File: src/rtl/core/sft_pkg.sv
// sft_pkg: shared types, codes and constants of the stuffed frame transmitter.
// No dependencies; every module of the block uses it by scoped names.
`default_nettype none

package sft_pkg;

    // Command codes of an input beat
    localparam logic [1:0] CMD_START   = 2'd0;
    localparam logic [1:0] CMD_PAYLOAD = 2'd1;
    localparam logic [1:0] CMD_END     = 2'd2;
    localparam logic [1:0] CMD_ACK     = 2'd3;

    // Result kinds
    localparam logic KIND_LINE = 1'b0;
    localparam logic KIND_ACK  = 1'b1;

    // Configuration register indexes
    localparam int REG_IDX_W = 3;
    localparam logic [REG_IDX_W-1:0] REG_FLAG      = 3'd0;
    localparam logic [REG_IDX_W-1:0] REG_ESCAPE    = 3'd1;
    localparam logic [REG_IDX_W-1:0] REG_FLAG_SUB  = 3'd2;
    localparam logic [REG_IDX_W-1:0] REG_ESC_SUB   = 3'd3;
    localparam logic [REG_IDX_W-1:0] REG_ADDRESS   = 3'd4;
    localparam logic [REG_IDX_W-1:0] REG_CTL_ZERO  = 3'd5;
    localparam logic [REG_IDX_W-1:0] REG_CTL_ONE   = 3'd6;

    // Register reset values
    localparam logic [7:0] RST_FLAG     = 8'd126;
    localparam logic [7:0] RST_ESCAPE   = 8'd125;
    localparam logic [7:0] RST_FLAG_SUB = 8'd94;
    localparam logic [7:0] RST_ESC_SUB  = 8'd93;
    localparam logic [7:0] RST_ADDRESS  = 8'd3;
    localparam logic [7:0] RST_CTL_ZERO = 8'd0;
    localparam logic [7:0] RST_CTL_ONE  = 8'd64;

    // Run descriptor: up to four result beats caused by one input beat
    localparam int RUN_BYTES = 4;
    localparam int RUN_IDX_W = 2;

    // Queue between front and back
    localparam int FIFO_DEPTH = 4;
    localparam int FIFO_PTR_W = 2;
    localparam int FIFO_CNT_W = 3;

    typedef struct packed {
        logic [1:0] command;
        logic [7:0] payload_byte;
        logic       ack_next_seq;
    } in_item_t;

    typedef struct packed {
        logic       result_kind;
        logic [7:0] line_byte;
        logic       last_of_run;
        logic       ack_accepted;
    } out_item_t;

    typedef struct packed {
        logic                          kind;
        logic                          ack;
        logic [RUN_IDX_W-1:0]          last_idx;
        logic [RUN_BYTES-1:0][7:0]     bytes;
    } run_t;

    typedef struct packed {
        logic full;
        logic empty;
    } fifo_stat_t;

endpackage

`default_nettype wire

File: src/rtl/core/sft_front.sv
// sft_front: config registers, frame state and classification of input beats.
// Turns each accepted beat into a run descriptor; depends on sft_pkg.
`default_nettype none

module sft_front (
    input  wire logic                         clk,
    input  wire logic                         rst_n,
    input  wire logic                         cfg_write_en,
    input  wire logic [sft_pkg::REG_IDX_W-1:0] cfg_index,
    input  wire logic [7:0]                   cfg_data,
    input  wire logic                         push,
    input  wire sft_pkg::in_item_t            item,
    input  wire sft_pkg::fifo_stat_t          fifo_stat,
    output logic                              full,
    output logic                              run_wr,
    output sft_pkg::run_t                     run_data
);

    logic [7:0] flag_reg, escape_reg, flag_sub_reg, esc_sub_reg;
    logic [7:0] address_reg, ctl_zero_reg, ctl_one_reg;
    logic       seq_reg, seq_next;
    logic [7:0] check_reg, check_next;

    logic [7:0] ctl;
    logic [7:0] sb;
    logic       is_flag, is_esc, stuffed;
    logic [7:0] sub;

    // Configuration writes
    always_ff @(posedge clk or negedge rst_n)
    begin
        if (!rst_n)
        begin
            flag_reg     <= sft_pkg::RST_FLAG;
            escape_reg   <= sft_pkg::RST_ESCAPE;
            flag_sub_reg <= sft_pkg::RST_FLAG_SUB;
            esc_sub_reg  <= sft_pkg::RST_ESC_SUB;
            address_reg  <= sft_pkg::RST_ADDRESS;
            ctl_zero_reg <= sft_pkg::RST_CTL_ZERO;
            ctl_one_reg  <= sft_pkg::RST_CTL_ONE;
        end
        else if (cfg_write_en)
        begin
            unique case (cfg_index)
                sft_pkg::REG_FLAG:     flag_reg     <= cfg_data;
                sft_pkg::REG_ESCAPE:   escape_reg   <= cfg_data;
                sft_pkg::REG_FLAG_SUB: flag_sub_reg <= cfg_data;
                sft_pkg::REG_ESC_SUB:  esc_sub_reg  <= cfg_data;
                sft_pkg::REG_ADDRESS:  address_reg  <= cfg_data;
                sft_pkg::REG_CTL_ZERO: ctl_zero_reg <= cfg_data;
                sft_pkg::REG_CTL_ONE:  ctl_one_reg  <= cfg_data;
                default: ;
            endcase
        end
    end

    assign full   = fifo_stat.full;
    assign run_wr = push && !fifo_stat.full;

    // Stuffing decision; flag match wins over escape match
    assign ctl     = seq_reg ? ctl_one_reg : ctl_zero_reg;
    assign sb      = (item.command == sft_pkg::CMD_END) ? check_reg : item.payload_byte;
    assign is_flag = (sb == flag_reg);
    assign is_esc  = (sb == escape_reg);
    assign stuffed = is_flag || is_esc;
    assign sub     = is_flag ? flag_sub_reg : esc_sub_reg;

    // Build the run descriptor and next frame state
    always_comb
    begin
        run_data   = '0;
        check_next = check_reg;
        seq_next   = seq_reg;
        unique case (item.command)
            sft_pkg::CMD_START:
            begin
                run_data.kind     = sft_pkg::KIND_LINE;
                run_data.bytes[0] = flag_reg;
                run_data.bytes[1] = address_reg;
                run_data.bytes[2] = ctl;
                run_data.bytes[3] = address_reg ^ ctl;
                run_data.last_idx = sft_pkg::RUN_IDX_W'(3);
                check_next        = '0;
            end
            sft_pkg::CMD_PAYLOAD:
            begin
                run_data.kind = sft_pkg::KIND_LINE;
                check_next    = check_reg ^ item.payload_byte;
                if (stuffed)
                begin
                    run_data.bytes[0] = escape_reg;
                    run_data.bytes[1] = sub;
                    run_data.last_idx = sft_pkg::RUN_IDX_W'(1);
                end
                else
                begin
                    run_data.bytes[0] = sb;
                    run_data.last_idx = sft_pkg::RUN_IDX_W'(0);
                end
            end
            sft_pkg::CMD_END:
            begin
                run_data.kind = sft_pkg::KIND_LINE;
                check_next    = '0;
                if (stuffed)
                begin
                    run_data.bytes[0] = escape_reg;
                    run_data.bytes[1] = sub;
                    run_data.bytes[2] = flag_reg;
                    run_data.last_idx = sft_pkg::RUN_IDX_W'(2);
                end
                else
                begin
                    run_data.bytes[0] = sb;
                    run_data.bytes[1] = flag_reg;
                    run_data.last_idx = sft_pkg::RUN_IDX_W'(1);
                end
            end
            sft_pkg::CMD_ACK:
            begin
                run_data.kind     = sft_pkg::KIND_ACK;
                run_data.ack      = (item.ack_next_seq != seq_reg);
                run_data.last_idx = sft_pkg::RUN_IDX_W'(0);
                // the bit ends up equal to the requested number either way
                seq_next          = item.ack_next_seq;
            end
            default: ;
        endcase
    end

    // Frame state
    always_ff @(posedge clk or negedge rst_n)
    begin
        if (!rst_n)
        begin
            seq_reg   <= 1'b0;
            check_reg <= '0;
        end
        else if (run_wr)
        begin
            seq_reg   <= seq_next;
            check_reg <= check_next;
        end
    end

endmodule

`default_nettype wire

File: src/rtl/core/sft_run_fifo.sv
// sft_run_fifo: short queue of run descriptors between front and back.
// Head entry is shown while not empty; depends on sft_pkg.
`default_nettype none

module sft_run_fifo (
    input  wire logic          clk,
    input  wire logic          rst_n,
    input  wire logic          wr,
    input  wire sft_pkg::run_t wr_data,
    input  wire logic          rd,
    output sft_pkg::run_t      rd_data,
    output sft_pkg::fifo_stat_t stat
);

    sft_pkg::run_t                   mem_reg [sft_pkg::FIFO_DEPTH];
    logic [sft_pkg::FIFO_PTR_W-1:0]  wr_ptr_reg, rd_ptr_reg;
    logic [sft_pkg::FIFO_CNT_W-1:0]  count_reg, count_next;
    logic                            do_wr, do_rd;

    assign stat.full  = (count_reg == sft_pkg::FIFO_CNT_W'(sft_pkg::FIFO_DEPTH));
    assign stat.empty = (count_reg == '0);
    assign do_wr      = wr && !stat.full;
    assign do_rd      = rd && !stat.empty;
    assign rd_data    = mem_reg[rd_ptr_reg];

    // Occupancy
    always_comb
    begin
        count_next = count_reg;
        if (do_wr && !do_rd)
            count_next = count_reg + 1'b1;
        else if (do_rd && !do_wr)
            count_next = count_reg - 1'b1;
    end

    // Pointers and count
    always_ff @(posedge clk or negedge rst_n)
    begin
        if (!rst_n)
        begin
            wr_ptr_reg <= '0;
            rd_ptr_reg <= '0;
            count_reg  <= '0;
        end
        else
        begin
            if (do_wr)
                wr_ptr_reg <= wr_ptr_reg + 1'b1;
            if (do_rd)
                rd_ptr_reg <= rd_ptr_reg + 1'b1;
            count_reg <= count_next;
        end
    end

    // Entry storage
    always_ff @(posedge clk)
    begin
        if (do_wr)
            mem_reg[wr_ptr_reg] <= wr_data;
    end

endmodule

`default_nettype wire

File: src/rtl/core/sft_back.sv
// sft_back: walks the head run descriptor into the result register, one beat a cycle
// while the result register is empty or popped. Depends on sft_pkg.
`default_nettype none

module sft_back (
    input  wire logic                clk,
    input  wire logic                rst_n,
    input  wire sft_pkg::run_t       head,
    input  wire sft_pkg::fifo_stat_t fifo_stat,
    output logic                     run_rd,
    input  wire logic                pop,
    output logic                     empty,
    output sft_pkg::out_item_t       result
);

    logic [sft_pkg::RUN_IDX_W-1:0] idx_reg;
    logic                          out_valid_reg;
    sft_pkg::out_item_t            out_reg, out_next;
    logic                          load;
    logic                          at_last;

    assign empty   = !out_valid_reg;
    assign result  = out_reg;
    assign load    = !fifo_stat.empty && (!out_valid_reg || pop);
    assign at_last = (idx_reg == head.last_idx);
    assign run_rd  = load && at_last;

    // Next result beat from the head descriptor
    always_comb
    begin
        out_next.result_kind  = head.kind;
        out_next.line_byte    = head.bytes[idx_reg];
        out_next.last_of_run  = at_last;
        out_next.ack_accepted = head.ack;
    end

    // Beat index and output valid
    always_ff @(posedge clk or negedge rst_n)
    begin
        if (!rst_n)
        begin
            idx_reg       <= '0;
            out_valid_reg <= 1'b0;
        end
        else
        begin
            if (load)
            begin
                idx_reg       <= at_last ? '0 : idx_reg + 1'b1;
                out_valid_reg <= 1'b1;
            end
            else if (pop)
                out_valid_reg <= 1'b0;
        end
    end

    // Output payload
    always_ff @(posedge clk)
    begin
        if (load)
            out_reg <= out_next;
    end

endmodule

`default_nettype wire

File: src/rtl/core/stuffed_frame_transmitter.sv
// stuffed_frame_transmitter: top level of the byte-stuffing frame transmitter.
// Instantiates sft_front, sft_run_fifo and sft_back; depends on sft_pkg.
//
//   channel   direction  handshake          payload
//   --------  ---------  -----------------  -------------------------------
//   item      in         push / full        in_item_t (command, byte, seq)
//   result    out        empty / pop        out_item_t (kind, byte, flags)
//   cfg       in         cfg_write_en       cfg_index (3b), cfg_data (8b)
//
// An input beat causes a run of results in the back end: 4 for start,
// 1 or 2 for payload, 2 or 3 for end, 1 for ack. The result register
// emits one beat a cycle while it is popped; the front accepts a beat
// every cycle while the four-entry descriptor queue has room.
// Reset restores the register defaults and clears sequence bit and check.
// Either side may stall at any time; a stalled result holds its value.
`default_nettype none

module stuffed_frame_transmitter (
    input  wire logic                          clk,
    input  wire logic                          rst_n,
    input  wire logic                          cfg_write_en,
    input  wire logic [sft_pkg::REG_IDX_W-1:0] cfg_index,
    input  wire logic [7:0]                    cfg_data,
    input  wire logic                          push,
    output logic                               full,
    input  wire sft_pkg::in_item_t             item,
    output logic                               empty,
    input  wire logic                          pop,
    output sft_pkg::out_item_t                 result
);

    sft_pkg::run_t       run_wdata, run_head;
    sft_pkg::fifo_stat_t fifo_stat;
    logic                run_wr, run_rd;

    // Front: classify beats into run descriptors
    sft_front u_front (
        .clk          (clk),
        .rst_n        (rst_n),
        .cfg_write_en (cfg_write_en),
        .cfg_index    (cfg_index),
        .cfg_data     (cfg_data),
        .push         (push),
        .item         (item),
        .fifo_stat    (fifo_stat),
        .full         (full),
        .run_wr       (run_wr),
        .run_data     (run_wdata)
    );

    // Descriptor queue
    sft_run_fifo u_fifo (
        .clk     (clk),
        .rst_n   (rst_n),
        .wr      (run_wr),
        .wr_data (run_wdata),
        .rd      (run_rd),
        .rd_data (run_head),
        .stat    (fifo_stat)
    );

    // Back: serialize descriptors into result beats
    sft_back u_back (
        .clk       (clk),
        .rst_n     (rst_n),
        .head      (run_head),
        .fifo_stat (fifo_stat),
        .run_rd    (run_rd),
        .pop       (pop),
        .empty     (empty),
        .result    (result)
    );

    // Checks
    a_no_write_when_full: assert property (@(posedge clk) disable iff (!rst_n)
        !(run_wr && fifo_stat.full))
        else $error("descriptor written into a full queue");

    a_no_read_when_empty: assert property (@(posedge clk) disable iff (!rst_n)
        run_rd |-> !fifo_stat.empty)
        else $error("descriptor retired from an empty queue");

    a_run_continues: assert property (@(posedge clk) disable iff (!rst_n)
        (pop && !empty && !result.last_of_run) |=> !empty)
        else $error("run broken off before its last beat");

    a_ack_is_single: assert property (@(posedge clk) disable iff (!rst_n)
        (!empty && result.result_kind == sft_pkg::KIND_ACK) |->
            (result.last_of_run && result.line_byte == 8'd0))
        else $error("ack status beat malformed");

endmodule

`default_nettype wire
File: config.mk
export PLATFORM = sky130hd
export DESIGN_NAME = stuffed_frame_transmitter
export DESIGN_NICKNAME = d
export VERILOG_FILES = /design/src/rtl/core/sft_pkg.sv /design/src/rtl/core/sft_front.sv /design/src/rtl/core/sft_run_fifo.sv /design/src/rtl/core/sft_back.sv /design/src/rtl/core/stuffed_frame_transmitter.sv
export SDC_FILE = /design/constraint.sdc
export NUM_CORES = 1
export LEC_CHECK = 0
export ABC_AREA = 1
export BUFFER_PORTS_ARGS = -buffer_cell sky130_fd_sc_hd__buf_2
export CORE_MARGIN = 8
export CORE_UTILIZATION = 40
export CTS_CLUSTER_DIAMETER = 120
export DETAILED_ROUTE_END_ITERATION = 7
export GPL_TIMING_DRIVEN = 0
export PLACE_DENSITY = 0.55
export SYNTH_ARGS = -nofsm -noshare
export SYNTH_HDL_FRONTEND = slang
export SYNTH_SLANG_ARGS = --single-unit
File: constraint.sdc
create_clock -name clk -period 3.9 [get_ports clk]
set_clock_uncertainty 0.05 [all_clocks]
set_input_delay 0.195 -clock clk [delete_from_list [all_inputs] [get_ports clk]]
set_output_delay 0.195 -clock clk [all_outputs]
set_load 0.01 [all_outputs]
---- Word-level counts from Yosys, hierarchy flattened ----
Memories as Yosys holds them, arrays and structs flattened.
Cells that the tools add are included.
cells by class
  reductions and logical operators ........ 31
  eq/ne operators ......................... 14
  order comparisons ....................... 1
  muxes and demuxes ....................... 25
  $add $sub $neg .......................... 5
  bitwise gates (word level) .............. 2
operators by type and width
  cell                                                 count
  2-to-1 mux 8 bit                                     8
  case mux 16 bit (3 select lines)                     1
  case mux 8 bit (2 select lines)                      2
  AND reduction 2 bit                                  9
  binary-select mux 8 bit (select 2 bit)               1
  == test 8 bit                                        2
  2-to-1 mux 16 bit                                    1
  XOR 8 bit                                            2
  == test 3 bit (second input constant)                4
  case mux 2 bit (4 select lines)                      1
  logical AND 1 bit                                    7
  adder 2 x 1 -> 2 bit (second input constant)         3
  == test 3 x 2 -> 1 bit (second input constant)       2
  logical NOT 3 bit                                    2
  2-to-1 mux 1 bit                                     6
  2-to-1 mux 3 bit                                     2
  nonzero test 2 bit                                   3
  logical NOT 1 bit                                    5
  == test 2 bit (second input constant)                2
  2-to-1 mux 2 bit                                     2
  adder 3 x 1 -> 3 bit (second input constant)         1
  == test 3 x 1 -> 1 bit (second input constant)       1
  < comparator 2 x 3 -> 1 bit (second input constant)  1
  OR reduction 3 bit                                   1
  other kinds (8)                                      9
storage, ports and cells
  bits in writable memories ............... 144
  logic and storage cells ................. 97
  register bits ........................... 86
  memories ................................ 1
memory list
  name            depth  bits a word  rd ports  clocked after memory_dff  wr ports  line                source
  u_fifo.mem_reg  4      36           1         0                         1         sft_run_fifo.sv:15  sft_pkg::run_t mem_reg [sft_pkg::FIFO_DEPTH];

---- Longest topological paths before layout ----
  word-level depth ........................ 8
  gate-level depth with buffers ........... 16

---- Hierarchy ----
A second synthesis with hierarchy kept.
second synthesis, totals
  cells, all modules ...................... 1105
  area, all modules ....................... 10949.3 µm²
modules (own cells, without submodules)
  module        instances  cells an instance  area each (µm²)  seq. area each (µm²)
  sft_run_fifo  1          480                6288.5           4499.3
  sft_front     1          542                3875.0           1657.8
  sft_back      1          83                 785.8            405.4

---- Worst setup path before layout ----
No wires, ideal clock.
  path kind ............................... register -> register
  from .................................... register u_fifo.count_reg[0] in the netlist's numbering
  to ...................................... memory u_fifo.mem_reg[0][0] in the netlist's numbering (enable)
  data arrival time ....................... 2501 ps
  required time ........................... 3421 ps
  cell stages (with the launch flop) ...... 5
  period minus slack after synthesis ...... 2980 ps
  setup time .............................. 429 ps
  slack ................................... 920 ps
  path through ............................ dfrtp_1 nor3_1 nor2_1 inv_1 nor2_1
between the ends
  longest elaborated chain between the ends .. 6
RTL lines
  what                                      line                                 source
  start, declared                           sft_run_fifo.sv:17                   logic [sft_pkg::FIFO_CNT_W-1:0] count_reg, count_next;
  start signal, assigned                    sft_run_fifo.sv:51                   count_reg <= count_next;
  == test 3 bit *                           sft_run_fifo.sv:20                   assign stat.full = (count_reg == sft_pkg::FIFO_CNT_W'(sft_pkg::FIFO_DEPTH));
  named net full                            stuffed_frame_transmitter.sv:25      output logic full,
  logical NOT 1 bit *                       sft_front.sv:58, sft_run_fifo.sv:22
  logical AND 1 bit                         sft_front.sv:58                      assign run_wr = push && !fifo_stat.full;
  logical AND 1 bit *                       sft_run_fifo.sv:22                   assign do_wr = wr && !stat.full;
  named net u_fifo.do_wr                    sft_run_fifo.sv:18                   logic do_wr, do_rd;
  2-to-1 mux 1 bit *                        sft_run_fifo.sv:58                   if (do_wr)
  2-to-1 mux 1 bit (not written as such) *  sft_run_fifo.sv:59                   mem_reg[wr_ptr_reg] <= wr_data;
  end, declared                             sft_run_fifo.sv:15
Mark *: on every way through the listed nets, which the timed path passes. The rest lies on a longest branch.

---- Worst setup path after layout ----
  from .................................... register u_fifo.rd_ptr_reg[0] in the netlist's numbering
  to ...................................... register u_fifo.count_reg[2] in the netlist's numbering
between the ends
  longest elaborated chain between the ends .. 7
  elaborated cells between the ends (all ways) .. 9
  those cells by class .................... eq/ne (1); mux (1); reduce/logical (6); memory (1)
RTL lines
  what                                                           line                source
  start, declared                                                sft_run_fifo.sv:16  logic [sft_pkg::FIFO_PTR_W-1:0] wr_ptr_reg, rd_ptr_reg;
  start signal, assigned                                         sft_run_fifo.sv:50  rd_ptr_reg <= rd_ptr_reg + 1'b1;
  memory read (4 x 36 bit) *                                     --
  == test 2 bit *                                                sft_back.sv:25      assign at_last = (idx_reg == head.last_idx);
  named net u_back.at_last                                       sft_back.sv:20      logic at_last;
  logical AND 1 bit *                                            sft_back.sv:26      assign run_rd = load && at_last;
  logical AND 1 bit *                                            sft_run_fifo.sv:23  assign do_rd = rd && !stat.empty;
  logical NOT 1 bit                                              sft_run_fifo.sv:30  if (do_wr && !do_rd)
  logical AND 1 bit                                              sft_run_fifo.sv:30
  2-to-1 mux 3 bit / nonzero test 2 bit (equally long branches)  --
Marks and branches as above.
A chain may end at the register's enable or synchronous reset.

==> metrics.txt <==
# TYPE chip_impl_metric gauge
chip_impl_info{name="run_status",value="finished clean"} 1
chip_impl_metric{name="reg2reg_depth",unit=""} 16
chip_impl_metric{name="cts.reportedPaths.clkPinSlew",unit="ns"} 0.06
chip_impl_metric{name="synthMuxAreaShare",unit=""} 0.001104
chip_impl_metric{name="std_cell_rows",unit=""} 58
chip_impl_info{name="criticalPathCategory",value="reg2reg"} 1
chip_impl_metric{name="synthesis.area",unit="um2"} 10200
chip_impl_metric{name="switchingPower",unit="mW"} 3.031
chip_impl_metric{name="global_route.overflow_total",unit=""} 0
chip_impl_info{name="clk_root_buffer_cell",value="clkbuf_16"} 1
chip_impl_metric{name="design_area",unit="um2"} 11770
chip_impl_metric{name="power_frac_comb",unit=""} 0.320
chip_impl_info{name="startpoint_type",value="flip-flop"} 1
chip_impl_metric{name="tritoncts_num_sinks",unit=""} 230
chip_impl_metric{name="grtUsageMet2",unit=""} 0.2917
chip_impl_metric{name="timing.final.ws_setup",unit="ns"} 1.015
chip_impl_metric{name="placement.io_buffers",unit=""} 39
chip_impl_metric{name="synth-seq-cells",unit=""} 230
chip_impl_metric{name="preCtsSetupSlack",unit="ns"} 0.9626
chip_impl_metric{name="grt_pass1_wl",unit="um"} 43300
chip_impl_metric{name="clock_path_buffers",unit=""} 3
chip_impl_metric{name="synth_cells",unit=""} 999
chip_impl_metric{name="wl_per_cell",unit="um"} 19.27
chip_impl_metric{name="first_global_vias",unit=""} 7443
chip_impl_metric{name="internal-power",unit="mW"} 5.346
chip_impl_metric{name="finalCritPeriodShare",unit=""} 0.7397
chip_impl_metric{name="detailroute.via_count",unit=""} 7555
chip_impl_info{name="cp_slowest_cell",value="fa_1"} 1
chip_impl_metric{name="n_antenna_cell",unit=""} 0
chip_impl_metric{name="design.portCount",unit=""} 40
chip_impl_info{name="critPathMostFrequentCell",value="nand2_1"} 1
chip_impl_metric{name="coreArea",unit="um2"} 25110
chip_impl_metric{name="clockPowerShare",unit=""} 0.253
chip_impl_metric{name="max_cap_violations",unit=""} 0
chip_impl_info{name="tritoncts",value="yes"} 1
chip_impl_metric{name="timing.final.max_slew_violations",unit=""} 0
chip_impl_metric{name="critical_path_required",unit="ns"} 4.25
chip_impl_metric{name="setup-violations-final",unit=""} 0
chip_impl_metric{name="drc_errors",unit=""} 0
chip_impl_metric{name="vias_per_cell",unit=""} 5.287
chip_impl_metric{name="clock_latency",unit="ns"} 0.53
chip_impl_metric{name="hold_path_depth",unit=""} 3
chip_impl_metric{name="num-fill-cells",unit=""} 2442
chip_impl_metric{name="grtUsageMet3",unit=""} 0.02448
chip_impl_metric{name="worstMarginPinSlew",unit="ns"} 0.9476
chip_impl_metric{name="compound_gate_portion_of_the_synthesized_area",unit=""} 0.1174
chip_impl_metric{name="cellPowerDensity",unit="nW/um2"} 711.5
chip_impl_metric{name="ff2ff_setup_slack",unit="ns"} 1.02
chip_impl_metric{name="fp.dieW",unit="um"} 175.7
chip_impl_metric{name="start_util",unit=""} 0.4061
chip_impl_info{name="kind_of_end_point_of_the_critical_path",value="flip-flop"} 1
chip_impl_metric{name="synth_area_per_cell",unit="um2"} 10.21
chip_impl_metric{name="ys.warnings.count",unit=""} 0
chip_impl_metric{name="fraction_of_the_mapped_netlist_area_in_simple_logic_gates",unit=""} 0.1695
chip_impl_info{name="regToRegEndpoint",value="u_fifo.count_reg[2]"} 1
chip_impl_metric{name="postRouteAntennaNets",unit=""} 0
chip_impl_metric{name="critical_path.max_stage_delay",unit="ns"} 0.39
chip_impl_metric{name="power_switching_share",unit=""} 0.3618
chip_impl_metric{name="synth_xor_area_frac",unit=""} 0.01203
chip_impl_metric{name="gp_congestion",unit=""} 0.8563
chip_impl_metric{name="global_route.usage.met1",unit=""} 0.2470
chip_impl_metric{name="timing.critical_path.arrival",unit="ns"} 3.24
chip_impl_metric{name="cts.repair_timing.setup_buffer_count",unit=""} 0
chip_impl_info{name="main_combinational_cell_family_by_area_after_synthesis",value="simple AND/OR/NAND/NOR gates"} 1
chip_impl_metric{name="starting_drt_drc_count",unit=""} 642
chip_impl_metric{name="sequentialPowerShare",unit=""} 0.427
chip_impl_metric{name="detailedRoute.firstPassIterationCount",unit=""} 5
chip_impl_info{name="worst_path_cell_trace",value="buf_2 > inv_1 > clkbuf_1 > nand2_1 > nand3_1 > nand2_1 > xor2_1 > nand2_1 > inv_1 > nand2_1 > ha_1 > inv_1 > fa_1 > a21oi_1 > o21ai_0 > xor2_1"} 1
chip_impl_metric{name="max_clock_freq",unit="MHz"} 346.6
chip_impl_metric{name="final_layout_size_suffix_gt1_frac",unit=""} 0.1210
chip_impl_metric{name="design.final.nets",unit=""} 1115
chip_impl_info{name="hold_path_startpoint",value="item[9]"} 1
chip_impl_info{name="hp-class",value="in2reg"} 1
chip_impl_metric{name="finalHoldViolations",unit=""} 0
chip_impl_metric{name="netlist_cell_types",unit=""} 33
chip_impl_metric{name="final_util",unit=""} 0.4689
chip_impl_info{name="rsz0062_at_grt",value="false"} 1
chip_impl_metric{name="synth_sequential_area_ratio",unit=""} 0.6436
chip_impl_info{name="hold_end",value="u_front.check_reg[5]"} 1
chip_impl_metric{name="drt-total-wl",unit="um"} 27530
chip_impl_metric{name="worst_hold_slack",unit="ns"} 0.02795
chip_impl_metric{name="syn-num-nets",unit=""} 1032
chip_impl_metric{name="layout-area-overhead-vs-synth",unit="%"} 15.47
chip_impl_metric{name="power.leakage",unit="nW"} 4.705
chip_impl_metric{name="place_area",unit="um2"} 10940
chip_impl_metric{name="grtUsageTotal",unit=""} 0.1800
chip_impl_info{name="regToRegStartpoint",value="u_fifo.rd_ptr_reg[0]"} 1
chip_impl_metric{name="synthAdderAreaFrac",unit=""} 0.008099
chip_impl_metric{name="final_period_minus_worst_setup_slack",unit="ns"} 2.885
chip_impl_info{name="grt_most_used_layer",value="met2"} 1
chip_impl_metric{name="grt_antenna_before_repair",unit=""} 0
chip_impl_metric{name="grt_start_max_net_pins",unit=""} 68
chip_impl_metric{name="worst_path_fanout_max",unit=""} 10
chip_impl_metric{name="die_height",unit="um"} 175.7
chip_impl_metric{name="largest_register_ff_count",unit=""} 144
chip_impl_metric{name="cts-buffers-inserted",unit=""} 25
chip_impl_metric{name="clock_tree.htree_level_count",unit=""} 1
chip_impl_metric{name="dieArea",unit="um2"} 30850
chip_impl_metric{name="place.detailed.hpwl",unit="um"} 19160
chip_impl_metric{name="ir_drop",unit="mV"} 0.4298
chip_impl_metric{name="slew_headroom",unit=""} 0.3659
-- metal layers --
metal / up-vias / share of wire
met1: 3658 / 0.46
met2: 216 / 0.46
li1: 3634 / -
met5: - / 0
met4: 0 / 0.029
met3: 47 / 0.048
-- cell type report --
| class | count | area, um2 | share of cell area |
|---|---|---|---|
| plain buffers | 48 | 210.2 | 0.01785 |
| clock buffers | 34 | 659.4 | 0.05600 |
| clock inverters | 10 | 50.05 | 0.004251 |
| inverters | 75 | 281.5 | 0.02391 |
| multi-input cells | 646 | 3172 | 0.2694 |
| flip-flops and latches | 230 | 6563 | 0.5574 |
| well taps | 330 | 412.9 | 0.03507 |
| repair buffers | 56 | 425.4 | 0.03613 |
-- synth_stat cells --
cell type / n / area share
ha_1: 5 / 0.0061
xor2_1: 12 / 0.010
nor2_1: 95 / 0.035
o21ai_1: 4 / 0.0020
buf_1: 1 / 0.00037
xnor2_1: 2 / 0.0017
dfstp_2: 25 / 0.064
fa_1: 1 / 0.0020
nor2_2: 3 / 0.0018
inv_1: 70 / 0.026
nand2_2: 7 / 0.0043
nand4_1: 7 / 0.0043
dfrtp_1: 50 / 0.12
inv_2: 3 / 0.0011
a22oi_1: 3 / 0.0022
o22ai_1: 18 / 0.011
a21oi_1: 5 / 0.0025
mux2_2: 1 / 0.0011
nand3b_1: 3 / 0.0022
o211ai_1: 13 / 0.0096
nand2_1: 211 / 0.078
buf_6: 3 / 0.0033
clkinv_1: 2 / 0.00074
nor3_1: 1 / 0.00049
o221ai_1: 19 / 0.016
or2_2: 8 / 0.0049
o31ai_1: 2 / 0.0015
clkbuf_1: 38 / 0.014
edfxtp_1: 155 / 0.46
nand3_1: 79 / 0.039
buf_2: 6 / 0.0029
o21ai_0: 145 / 0.071
a31oi_1: 2 / 0.0012
-- cell usage in the layout, fill, tap and decap left out, drive strengths merged, types with 10 or more instances in the layout --
cell type,instances
nand2,218
edfxtp,155
o21ai,149
nor2,98
nand3,79
inv,75
clkbuf,72
buf,54
dfrtp,50
dfstp,25
o221ai,19
o22ai,18
o211ai,13
xor2,12
dlygate4sd3,12
clkinv,10
-- critical path: cells and delay by family, from the launching register on --
| family | cells | cell delay, ns |
|---|---|---|
| buf+inv | 5 | 0.74 |
| xor+xnor | 2 | 0.29 |
| flops | 1 | 0.35 |
| compound gates | 2 | 0.25 |
| simple gates | 5 | 0.51 |
| fa+ha+maj | 2 | 0.57 |
-- worst max path at each step --
stage / start / end / slack (ns) / cells past startpoint
after floorplan: u_fifo.count_reg[0] / u_fifo.mem_reg[0][0] / 0.92 / 4
after global placement: u_fifo.count_reg[0] / u_fifo.mem_reg[2][28] / -1.03 / 4
after detailed placement: u_fifo.rd_ptr_reg[0] / u_fifo.count_reg[2] / 0.96 / 16
after CTS: u_fifo.rd_ptr_reg[0] / u_fifo.count_reg[2] / 0.95 / 16
after global routing: u_fifo.rd_ptr_reg[0] / u_fifo.count_reg[2] / 0.60 / 16
final: u_fifo.rd_ptr_reg[0] / u_fifo.count_reg[2] / 1.02 / 16
-- metrics by stage --
step                TNS [ns]  total power, mW  cells
floorplan                  0            5.257    999
global placement     -141.09            6.242   1368
detailed placement         0            6.331   1373
CTS                        0            8.447   1429
global route               0            8.885   1429
finish                     0            8.377   1429
-- kinds of logic after synthesis --
kind of cell,count (synthesis)
flops,230
fa+ha+maj,6
simple gates,414
buf+inv,123
mux,1
xor+xnor,14
compound gates,211
-- power groups by stage --
| stage | clock network (mW) | logic, mW | registers (mW) |
|---|---|---|---|
| final | 2.12 | 2.68 | 3.58 |
| after global routing | 2.24 | 3.00 | 3.64 |
| after CTS | 2.15 | 2.72 | 3.58 |
| after detailed placement | 0 | 2.71 | 3.63 |
| after global placement | 0 | 2.59 | 3.65 |
| after floorplan | 0 | 1.65 | 3.61 |
-- repair_timing --
item | CTS | global route
endpoints found under the hold margin | 60 | 0
hold buffers | 12 | 0
setup endpoints to repair | 0 | 0
resized for setup | 0 | 0
(Power assumes the default switching activity.)
